==> src/hdl/rsd_pkg.sv <==
`timescale 1ns / 1ps

package rsd_pkg;

    // Width of the Euclid arithmetic (4 to 32)
    localparam int VALUE_BITS  = 16;
    // Width of every external value field
    localparam int FIELD_BITS  = 16;
    // Results per item before the item is cut off
    localparam int MAX_RESULTS = 25;
    // Entries in the queue between front and back
    localparam int QUEUE_DEPTH = 2;

    localparam int CNT_BITS = (VALUE_BITS > 1) ? $clog2(VALUE_BITS) : 1;
    localparam int RND_BITS = $clog2(MAX_RESULTS + 1);
    localparam int QPTR_BITS = (QUEUE_DEPTH > 1) ? $clog2(QUEUE_DEPTH) : 1;
    localparam int QCNT_BITS = $clog2(QUEUE_DEPTH + 1);

    typedef logic [VALUE_BITS-1:0] t_val;
    typedef logic [FIELD_BITS-1:0] t_field;

    // One rectangle waiting for the back end
    typedef struct packed {
        t_val dividend;
        t_val divisor;
    } t_item;

    // Queue to back-end handshake
    typedef struct packed {
        logic  valid;
        t_item item;
    } t_q_out;

endpackage

==> src/hdl/rsd_front.sv <==
`timescale 1ns / 1ps

module rsd_front import rsd_pkg::*; (
    input  logic   i_clk,
    input  logic   i_rst_n,
    input  logic   i_in_valid,
    output logic   o_in_ready,
    input  t_field i_rect_width,
    input  t_field i_rect_height,
    output logic   o_push_valid,
    input  logic   i_push_ready,
    output t_item  o_push_item
);

    logic  r_valid;
    t_item r_item;
    t_val  w_width;
    t_val  w_height;
    logic  w_in_fire;

    // mask / extend to the arithmetic width
    assign w_width   = t_val'(i_rect_width);
    assign w_height  = t_val'(i_rect_height);
    assign o_in_ready = !r_valid || i_push_ready;
    assign w_in_fire  = i_in_valid && o_in_ready;

    assign o_push_valid = r_valid;
    assign o_push_item  = r_item;

    always_ff @(posedge i_clk) begin
        if (!i_rst_n) begin
            r_valid <= 1'b0;
        end else begin
            // zero height: word is taken and dropped, no rounds to run
            if (w_in_fire && (w_height != '0)) begin
                r_valid         <= 1'b1;
                r_item.dividend <= w_width;
                r_item.divisor  <= w_height;
            end else if (i_push_ready) begin
                r_valid <= 1'b0;
            end
        end
    end

endmodule

==> src/hdl/rsd_queue.sv <==
`timescale 1ns / 1ps

module rsd_queue import rsd_pkg::*; (
    input  logic   i_clk,
    input  logic   i_rst_n,
    input  logic   i_push_valid,
    output logic   o_push_ready,
    input  t_item  i_push_item,
    output t_q_out o_q,
    input  logic   i_pop
);

    t_item                r_mem [QUEUE_DEPTH];
    logic [QPTR_BITS-1:0] r_wr_ptr;
    logic [QPTR_BITS-1:0] r_rd_ptr;
    logic [QCNT_BITS-1:0] r_count;
    logic                 w_push;
    logic                 w_pop;

    assign o_push_ready = (r_count != QCNT_BITS'(QUEUE_DEPTH));
    assign w_push       = i_push_valid && o_push_ready;
    assign w_pop        = i_pop && (r_count != '0);
    assign o_q.valid    = (r_count != '0);
    assign o_q.item     = r_mem[r_rd_ptr];

    always_ff @(posedge i_clk) begin
        if (!i_rst_n) begin
            r_wr_ptr <= '0;
            r_rd_ptr <= '0;
            r_count  <= '0;
        end else begin
            if (w_push) begin
                r_mem[r_wr_ptr] <= i_push_item;
                r_wr_ptr <= (r_wr_ptr == QPTR_BITS'(QUEUE_DEPTH - 1)) ? '0 : r_wr_ptr + 1'b1;
            end
            if (w_pop) begin
                r_rd_ptr <= (r_rd_ptr == QPTR_BITS'(QUEUE_DEPTH - 1)) ? '0 : r_rd_ptr + 1'b1;
            end
            unique case ({w_push, w_pop})
                2'b10:   r_count <= r_count + 1'b1;
                2'b01:   r_count <= r_count - 1'b1;
                default: r_count <= r_count;
            endcase
        end
    end

endmodule

==> src/hdl/rsd_back.sv <==
`timescale 1ns / 1ps

module rsd_back import rsd_pkg::*; (
    input  logic   i_clk,
    input  logic   i_rst_n,
    input  t_q_out i_q,
    output logic   o_pop,
    output logic   o_out_valid,
    input  logic   i_out_ready,
    output t_field o_square_side,
    output t_field o_square_count,
    output logic   o_last_term
);

    typedef enum logic [1:0] {
        ST_IDLE,
        ST_DIV,
        ST_EMIT
    } t_state;

    t_state              r_state;
    t_val                r_b;       // divisor, the square side
    t_val                r_rem;     // partial remainder
    t_val                r_quo;     // dividend shifting out, quotient shifting in
    logic [CNT_BITS-1:0] r_cnt;
    logic [RND_BITS-1:0] r_rounds;
    logic                r_out_valid;
    t_field              r_out_side;
    t_field              r_out_count;
    logic                r_out_last;

    logic [VALUE_BITS:0]   w_trial;
    logic [VALUE_BITS:0]   w_diff;
    logic                  w_borrow;
    logic [RND_BITS-1:0]   n_rounds;
    logic                  w_out_free;
    logic                  w_done;
    logic                  w_emit;

    // one restoring step: shift in next dividend bit, try subtract
    assign w_trial  = {r_rem, r_quo[VALUE_BITS-1]};
    assign w_diff   = w_trial - {1'b0, r_b};
    assign w_borrow = w_diff[VALUE_BITS];

    assign n_rounds   = r_rounds + 1'b1;
    assign w_out_free = !r_out_valid || i_out_ready;
    assign w_done     = (r_rem == '0) || (n_rounds == RND_BITS'(MAX_RESULTS));
    assign w_emit     = (r_state == ST_EMIT) && w_out_free;

    assign o_pop          = (r_state == ST_IDLE);
    assign o_out_valid    = r_out_valid;
    assign o_square_side  = r_out_side;
    assign o_square_count = r_out_count;
    assign o_last_term    = r_out_last;

    always_ff @(posedge i_clk) begin
        if (!i_rst_n) begin
            r_state     <= ST_IDLE;
            r_out_valid <= 1'b0;
        end else begin
            if (w_emit) begin
                r_out_valid <= 1'b1;
            end else if (i_out_ready) begin
                r_out_valid <= 1'b0;
            end
            unique case (r_state)
                ST_IDLE: begin
                    if (i_q.valid) begin
                        r_b      <= i_q.item.divisor;
                        r_quo    <= i_q.item.dividend;
                        r_rem    <= '0;
                        r_cnt    <= '0;
                        r_rounds <= '0;
                        r_state  <= ST_DIV;
                    end
                end
                ST_DIV: begin
                    r_rem <= w_borrow ? w_trial[VALUE_BITS-1:0] : w_diff[VALUE_BITS-1:0];
                    r_quo <= {r_quo[VALUE_BITS-2:0], !w_borrow};
                    r_cnt <= r_cnt + 1'b1;
                    if (r_cnt == CNT_BITS'(VALUE_BITS - 1)) begin
                        r_state <= ST_EMIT;
                    end
                end
                ST_EMIT: begin
                    if (w_out_free) begin
                        r_out_side  <= t_field'(r_b);
                        r_out_count <= t_field'(r_quo);
                        r_out_last  <= (r_rem == '0);
                        r_rounds    <= n_rounds;
                        if (w_done) begin
                            r_state <= ST_IDLE;
                        end else begin
                            // next round on (divisor, remainder)
                            r_quo   <= r_b;
                            r_b     <= r_rem;
                            r_rem   <= '0;
                            r_cnt   <= '0;
                            r_state <= ST_DIV;
                        end
                    end
                end
                default: r_state <= ST_IDLE;
            endcase
        end
    end

`ifndef SYNTHESIS
    a_div_nonzero: assert property (@(posedge i_clk) disable iff (!i_rst_n)
        (r_state == ST_DIV) |-> (r_b != '0))
        else $error("divide by zero in round");

    a_rem_bound: assert property (@(posedge i_clk) disable iff (!i_rst_n)
        (r_state == ST_DIV || r_state == ST_EMIT) |-> (r_rem < r_b))
        else $error("partial remainder not below divisor");

    a_round_limit: assert property (@(posedge i_clk) disable iff (!i_rst_n)
        (r_state != ST_IDLE) |-> (r_rounds < RND_BITS'(MAX_RESULTS)))
        else $error("round count past limit");

    a_last_ends: assert property (@(posedge i_clk) disable iff (!i_rst_n)
        (r_state == ST_EMIT && w_out_free && r_rem == '0) |=> (r_state == ST_IDLE))
        else $error("rounds continue after zero remainder");
`endif

endmodule

==> src/hdl/rectangle_square_decomposition.sv <==
`timescale 1ns / 1ps

// Euclid / continued-fraction engine. Each input word (rect_width, rect_height)
// yields one output word per Euclid round: square_side is the current divisor,
// square_count the quotient, and last_term marks the round whose remainder is
// zero. A zero height yields no output words; a zero width yields a single word
// with count 0. Results stop after MAX_RESULTS rounds (reachable only with
// VALUE_BITS above 16), and then the final word has last_term clear.
// The front stage takes a word per cycle into a two-entry queue unless a full
// queue holds it back. The back end works on one rectangle at a time: it pulls
// the rectangle from the queue, then for each round runs the one-bit-per-cycle
// restoring divider and hands the result to the output register. The output
// register lets the next division run while a result waits; a held result
// stalls only the following hand-off.

module rectangle_square_decomposition import rsd_pkg::*; (
    input  logic   i_clk,
    input  logic   i_rst_n,
    input  logic   i_in_valid,
    output logic   o_in_ready,
    input  t_field i_rect_width,
    input  t_field i_rect_height,
    output logic   o_out_valid,
    input  logic   i_out_ready,
    output t_field o_square_side,
    output t_field o_square_count,
    output logic   o_last_term
);

    logic   w_push_valid;
    logic   w_push_ready;
    t_item  w_push_item;
    t_q_out w_q;
    logic   w_pop;

    // front: take words, drop zero-height rectangles
    rsd_front u_front (
        .i_clk         (i_clk),
        .i_rst_n       (i_rst_n),
        .i_in_valid    (i_in_valid),
        .o_in_ready    (o_in_ready),
        .i_rect_width  (i_rect_width),
        .i_rect_height (i_rect_height),
        .o_push_valid  (w_push_valid),
        .i_push_ready  (w_push_ready),
        .o_push_item   (w_push_item)
    );

    // decouples front from the long-running back end
    rsd_queue u_queue (
        .i_clk        (i_clk),
        .i_rst_n      (i_rst_n),
        .i_push_valid (w_push_valid),
        .o_push_ready (w_push_ready),
        .i_push_item  (w_push_item),
        .o_q          (w_q),
        .i_pop        (w_pop)
    );

    // back: Euclid rounds on a shared restoring divider
    rsd_back u_back (
        .i_clk          (i_clk),
        .i_rst_n        (i_rst_n),
        .i_q            (w_q),
        .o_pop          (w_pop),
        .o_out_valid    (o_out_valid),
        .i_out_ready    (i_out_ready),
        .o_square_side  (o_square_side),
        .o_square_count (o_square_count),
        .o_last_term    (o_last_term)
    );

endmodule
==> config.mk <==
export PLATFORM = sky130hd
export DESIGN_NAME = rectangle_square_decomposition
export DESIGN_NICKNAME = d
export VERILOG_FILES = /design/src/hdl/rsd_pkg.sv /design/src/hdl/rsd_front.sv /design/src/hdl/rsd_queue.sv /design/src/hdl/rsd_back.sv /design/src/hdl/rectangle_square_decomposition.sv
export SDC_FILE = /design/constraint.sdc
export NUM_CORES = 1
export LEC_CHECK = 0
export ABC_AREA = 1
export BUFFER_PORTS_ARGS = -buffer_cell sky130_fd_sc_hd__buf_2
export CAP_MARGIN = 20
export CORE_MARGIN = 4
export CORE_UTILIZATION = 54
export DETAILED_ROUTE_END_ITERATION = 7
export PLACE_DENSITY = 0.83
export SETUP_SLACK_MARGIN = 0.15
export SYNTH_ARGS = -nofsm -noshare
export SYNTH_HDL_FRONTEND = slang
export SYNTH_SLANG_ARGS = --single-unit
==> constraint.sdc <==
create_clock -name i_clk -period 3.6 [get_ports i_clk]
set_clock_uncertainty 0.05 [all_clocks]
set_input_delay 0.18 -clock i_clk [delete_from_list [all_inputs] [get_ports i_clk]]
set_output_delay 0.18 -clock i_clk [all_outputs]
set_load 0.01 [all_outputs]
; Word-level counts from Yosys, hierarchy flattened
; Memory sizes are Yosys's and may differ from the RTL's. A register that Yosys moved wholly into a read port is not among the register bits.
; Cells that the tools add are included.
[word_totals]
reg_bits = 130
ram_bits = 64
out_inout_bits = 35
wordCells = 98
memories = 1
[classes]
addsub = 7
n_eq_ne = 11
mux = 37
reduce_logical = 26
[mem_list]
columns = memory, depth, word_bits, read_ports, rd_clocked_by_memory_dff, write_ports, line_no
row1 = u_queue.r_mem, 2, 32, 1, 1, 1, rsd_queue.sv:13  ; t_item r_mem [QUEUE_DEPTH];
[op_table]
columns = operator, count
row1 = 16-bit 2-to-1 mux, 10
row2 = 16-bit case mux with 3 select lines, 2
row3 = 16-bit case mux with 2 select lines, 1
row4 = 17-bit by 16-bit subtractor with 17-bit output, 1
row5 = 16-bit logical NOT, 1
row6 = 16-bit nonzero test, 1
row7 = 1-bit 2-to-1 mux, 12
row8 = 4-bit 2-to-1 mux, 3
row9 = 4-bit case mux with 3 select lines, 1
row10 = 5-bit 2-to-1 mux, 2
row11 = 5-bit case mux with 2 select lines, 1
row12 = 5-bit AND reduction, 2
row13 = 2-bit nonzero test, 5
row14 = 2-bit 2-to-1 mux, 3
row15 = "2-bit by 1-bit inequality test with 1-bit output, second input constant", 3
row16 = 2-bit case mux with 3 select lines, 1
row17 = 3-bit AND reduction, 2
row18 = "5-bit by 1-bit adder with 5-bit output, second input constant", 1
row19 = "5-bit == test, second input constant", 1
row20 = 1-bit logical AND, 5
row21 = "4-bit by 1-bit adder with 4-bit output, second input constant", 1
row22 = "2-bit by 1-bit == test with 1-bit output, second input constant", 2
row23 = "2-bit == test, second input constant", 2
row24 = "4-bit == test, second input constant", 1
row25 = other kinds (11), 17

; Depth between registers and ports, before layout
[depth]
ltp_word = 6
depth_mapped = 16

; Modules after synthesis
; A second synthesis with hierarchy kept.
[hier_totals]
cells_unflattened = 793
hier_area_um2 = 8973.6
[modules_own_cells]
columns = module, n_inst, cells_each, area_per_inst_um2, seq_area_each_um2
row1 = rsd_back, 1, 599, 5191.2, 2762.6
row2 = rsd_queue, 1, 137, 2711.4, 2021.9
row3 = rsd_front, 1, 57, 1071.0, 980.9

; Least setup slack after synthesis
; Ideal clock, no wire load.
[synth_path]
path_type = reg-to-reg
start = reg u_back.r_state[0]
end = reg u_back.r_out_last (netlist: u_back.o_last_term) (enable)
arrival_ns = 3.455
path_slack_ns = -0.369
stages_incl_launch_ff = 7
n_path_buf = 2
path_cell_list = dfxtp_1 -> inv_1 -> ha_1 -> clkbuf_1 -> inv_1 -> clkbuf_1 -> nor3_1
[synth_between]
elab_chain_cells = 2
[synth_lines]
columns = item, line_no
row1 = "start, declared", rsd_back.sv:21  ; t_state r_state;
row2 = "start signal, assigned", rsd_back.sv:58  ; r_state <= ST_IDLE;
row3 = "start signal, assigned", rsd_back.sv:74  ; r_state <= ST_DIV;
row4 = "start signal, assigned", rsd_back.sv:82  ; r_state <= ST_EMIT;
row5 = 2-bit == test, rsd_back.sv:66  ; unique case (r_state)
row6 = 3-bit AND reduction (no line), -
row7 = "end signal, assigned", rsd_back.sv:89  ; r_out_last <= (r_rem == '0);
row8 = "end, declared", rsd_back.sv:30  ; logic r_out_last;
; Every way passes these cells.
; A chain may end at the register's enable or synchronous reset.

; Worst setup path in the final report
[layout_path]
start = reg u_back.r_state[0]
end = reg u_back.r_quo[11] (data pin)
[layout_between]
elab_chain_cells = 2
[layout_lines]
columns = item, line_no
row1 = 2-bit == test (tied with other cells), rsd_back.sv:66
row2 = 16-bit case mux with 3 select lines *, rsd_back.sv:66
row3 = "end signal, assigned", rsd_back.sv:70  ; r_quo <= i_q.item.dividend;
row4 = "end signal, assigned", rsd_back.sv:79  ; r_quo <= {r_quo[VALUE_BITS-2:0], !w_borrow};
row5 = "end signal, assigned", rsd_back.sv:95  ; r_quo <= r_b;
row6 = "end, declared", rsd_back.sv:24  ; t_val r_quo;
; Mark *: on every way between the ends. The rest lies on a longest branch, timed or not.

==> flow_summary.yaml <==
status:
  status: "finished, final reports clean"
logic_synthesis:
  synthMuxAreaShare: 0
  synth_area_per_cell_sq_um: 12.0
  synth_compound_area_frac: 0.0965
  synth-simple-area-share: 0.121
  ys_seq_elements: 195
  synth_top_family_by_area: "simple AND/OR/NAND/NOR gates"
  synth_adder_area_share: 0.0384
  synth_fp_nets: 759
  synth_xor_area_frac: 0.00944
  synth-seq-area-share: 0.691
  syn_area_sq_um: 8350
  ys_warn_count: 0
  yosysUniqueCellTypes: 34
  yosys.area.top_type: "edfxtp_1"
  synth_area_leaders: "edfxtp_1 (67%), nand2_1 (5.2%), a21oi_1 (4.9%)"
  synth_cells: 698
  synth_top_area_frac: 0.669
clock_tree:
  cts_tree: "yes"
  cts_buffers: 17
  clk_pin_slew_ns: 0.07
  cts_buffer_depth: 2
  post_cts_resized: 0
  root_buffer: "clkbuf_16"
  insertion_delay_ns: 0.43
  ctsHtreeMaxLevel: 4
  cts.sinks: 195
setup_path:
  critPathMaxFanout: 18
  crit_path_end: "u_back.r_quo[11]"
  worstSetupPathType: "reg2reg"
  r2r-start: "u_back.r_state[0]"
  slowest_delay_ns: 0.75
  cp.required_ns: 3.71
  r2r_cells: 5
  cp-start-kind: "flip-flop"
  r2r_slack_ns: 1.10
  critPathMostFrequentCell: "inv_1"
  crit_buf_inv: 2
  worstPathCellList: "inv_1, ha_1, inv_1, a221oi_1, a21oi_1"
  worst-path-stages: 5
  crit_start: "u_back.r_state[0]"
  rr_endpoint: "u_back.r_quo[11]"
  critPathCaptureType: "flip-flop"
  crit_arrival_ns: 2.61
  slowest_stage: "ha_1"
  cp_top_family: "adder cells"
placement:
  io_buffers: 70
  place_congestion: 0.889
  place_inst: 942
  dp_hpwl_um: 12000
pwr:
  power_density_nw_per_um2: 841
  finalPower_mw: 8.23
  vdd_ir_drop_max_mv: 0.435
  p_leak_nw: 3.85
timing:
  clock.fmax_mhz: 400
  period_minus_slack_ns: 2.50
  rsz0062_at_grt: "no"
  slew_headroom: 0.321
  setup_violations: 0
  timing.final.crit_share: 0.694
  report.final.slew_viol_count: 0
  worst_pin_slew_ns: 1.02
  fin_setup_tns_ns: 0
  hold_viol_final: 0
finish:
  fin_nets: 866
  areaGrowthSynthToFinish_pct: 17.2
  fillers: 1076
  seqCellArea_sq_um: 5770
  stdcell_count: 1004
  num_antenna_cells: 0
  finalCoreUtilization: 0.646
  drive_above_1_share: 0.176
  multi_input_area_sq_um: 2250
routing:
  routed_via_density: 5.53
  drt_pass1_iterations: 5
  drc: 0
  drt-total-wl_um: 17200
  vias: 5553
  first_iter_violations: 609
  drt.antenna.violating_nets: 0
  wl_per_cell_um: 17.1
die:
  io_pins: 71
  dieArea_sq_um: 17500
  coreArea_sq_um: 15100
  die-height_um: 132
  die_w_um: 132
  row_count: 45
  start_util: 0.551
grt:
  overflow: 0
  grt_usage: 0.202
  grt_max_degree: 39
  antenna_found_initial: 0
  grt_pass1_wl_um: 27700
  grt_pass1_vias: 5286
flow_run:
  maxCapViolCount: 0
min_path:
  hp-class: "in2reg"
[sequential cells by signal, indices dropped and copies added, names as in the netlist, named ones only]
register               count
u_back.o_square_side      16
u_queue.r_wr_ptr           1
u_back.r_rem              16
u_queue.r_rd_ptr           1
u_queue.r_count            2
u_front.o_push_item       32
u_back.o_out_valid         1
u_back.r_cnt               4
u_front.o_push_valid       1
u_queue.r_mem             64
u_back.r_b                16
u_back.o_last_term         1
u_back.o_square_count     16
u_back.r_state             2
u_back.r_quo              16
u_back.r_rounds            5
[layer usage]
metal / track usage / wire (um) / vias up
met3: 0.0412 / 1260 / 39
met4: 0.0999 / 640 / 0
met1: 0.282 / 7280 / 2562
met5: 0 / 0 / -
met2: 0.303 / 8030 / 278
li1: - / - / 2674
[layout make-up]
cell class | count | share of cell area
clock buffer | 17 | 0.0435
clock inverter | 13 | 0.0115
inverter | 69 | 0.0265
multi-input combinational | 411 | 0.230
sequential | 195 | 0.589
tap | 188 | 0.0240
timing repair buffer | 111 | 0.0754
[per-stage QoR]
stage / worst slack, ns / hold slack, ns / area, sq um
3_3_place_gp: 1.27 / 0.307 / 8930
4_1_cts: 1.12 / 0.0293 / 9790
5_1_grt: 0.937 / 0.0367 / 9790
6_report: 1.10 / 0.0416 / 9790
2_1_floorplan: 0.542 / 0.229 / 8350
3_5_place_dp: 1.13 / 0.308 / 8930
[worst reg2reg max path: cells and delay by family, from the launching register on]
family	cells	cell delay [ns]
fa+ha+maj	1	0.75
compound gates	2	0.57
buf+inv	2	0.48
flops	1	0.37
[power by group]
group | total (mW) | internal (mW) | switching (mW)
clock network | 1.72 | 0.944 | 0.781
logic | 2.98 | 0.995 | 1.99
registers | 3.53 | 3.16 | 0.368
[worst min path at each step]
stage                              end  depth (start not counted)              from  slack [ns]
2_1_floorplan   u_front.o_push_item[0]                          0  i_rect_height[0]        0.23
3_3_place_gp   u_front.o_push_item[19]                          1   i_rect_width[3]        0.31
3_5_place_dp   u_front.o_push_item[29]                          1  i_rect_width[13]        0.31
4_1_cts              u_back.r_state[0]                          3           i_rst_n        0.03
5_1_grt             u_queue.r_count[0]                          3           i_rst_n        0.04
6_report            u_back.o_out_valid                          4       i_out_ready        0.04
[cells in the mapped netlist]
| cell | number |
|---|---|
| ha_1 | 24 |
| nor3_1 | 4 |
| nand3b_1 | 1 |
| buf_1 | 3 |
| nand4_1 | 1 |
| or2_2 | 2 |
| nand2_2 | 8 |
| inv_2 | 1 |
| dfxtp_1 | 9 |
| xnor2_1 | 3 |
| clkbuf_1 | 17 |
| buf_2 | 1 |
| buf_6 | 1 |
| or2_1 | 1 |
| nor2_1 | 65 |
| a22oi_1 | 2 |
| edfxtp_1 | 186 |
| fa_1 | 1 |
| a21oi_1 | 82 |
| buf_12 | 1 |
| o21ai_2 | 2 |
| inv_1 | 68 |
| nor2_2 | 9 |
| nor4_1 | 4 |
| a21oi_2 | 7 |
| xor2_1 | 6 |
| o21ai_0 | 27 |
| a221oi_1 | 15 |
| nand2_1 | 116 |
| nand2_4 | 2 |
| nand3_1 | 23 |
| and3_1 | 1 |
| a31oi_1 | 2 |
| o21bai_1 | 3 |
[cells by family (layout without fill, tap and decap cells)]
logic type | count (synthesis) | in the layout
DFF | 195 | 195
xor gates and xnor gates | 9 | 9
AOI/OAI and AO/OA | 140 | 140
buffers and inverters | 92 | 210
adders and majority gates | 25 | 25
and+or+nand+nor | 237 | 237
[cells in the final DEF (no fill, tap or decap), types with 2 or more instances in the layout]
| cell | n |
|---|---|
| a21oi_1 | 82 |
| a21oi_2 | 7 |
| a221oi_1 | 15 |
| a22oi_1 | 2 |
| buf_2 | 70 |
| buf_4 | 9 |
| clkbuf_16 | 17 |
| clkinv_1 | 2 |
| clkinv_2 | 3 |
| clkinv_4 | 2 |
| clkinvlp_4 | 3 |
| dfxtp_1 | 9 |
| dlygate4sd3_1 | 32 |
| edfxtp_1 | 186 |
| ha_1 | 24 |
| inv_1 | 68 |
| nand2_1 | 116 |
| nand2_2 | 8 |
| nand2_4 | 2 |
| nand3_1 | 23 |
| nor2_1 | 62 |
| nor2_2 | 12 |
| nor3_1 | 2 |
| nor4_1 | 4 |
| o21ai_0 | 27 |
| o21ai_2 | 2 |
| o21bai_1 | 3 |
| or2_2 | 2 |
| xnor2_1 | 3 |
| xor2_1 | 6 |
[what timing repair did]
item	4_1_cts	5_1_grt
hold endpoints to repair	32	0
endpoints found under the setup margin	0	0
setup buffers	0	0
hold buffers	32	0
Note: power is estimated with default switching activity, not from simulation.
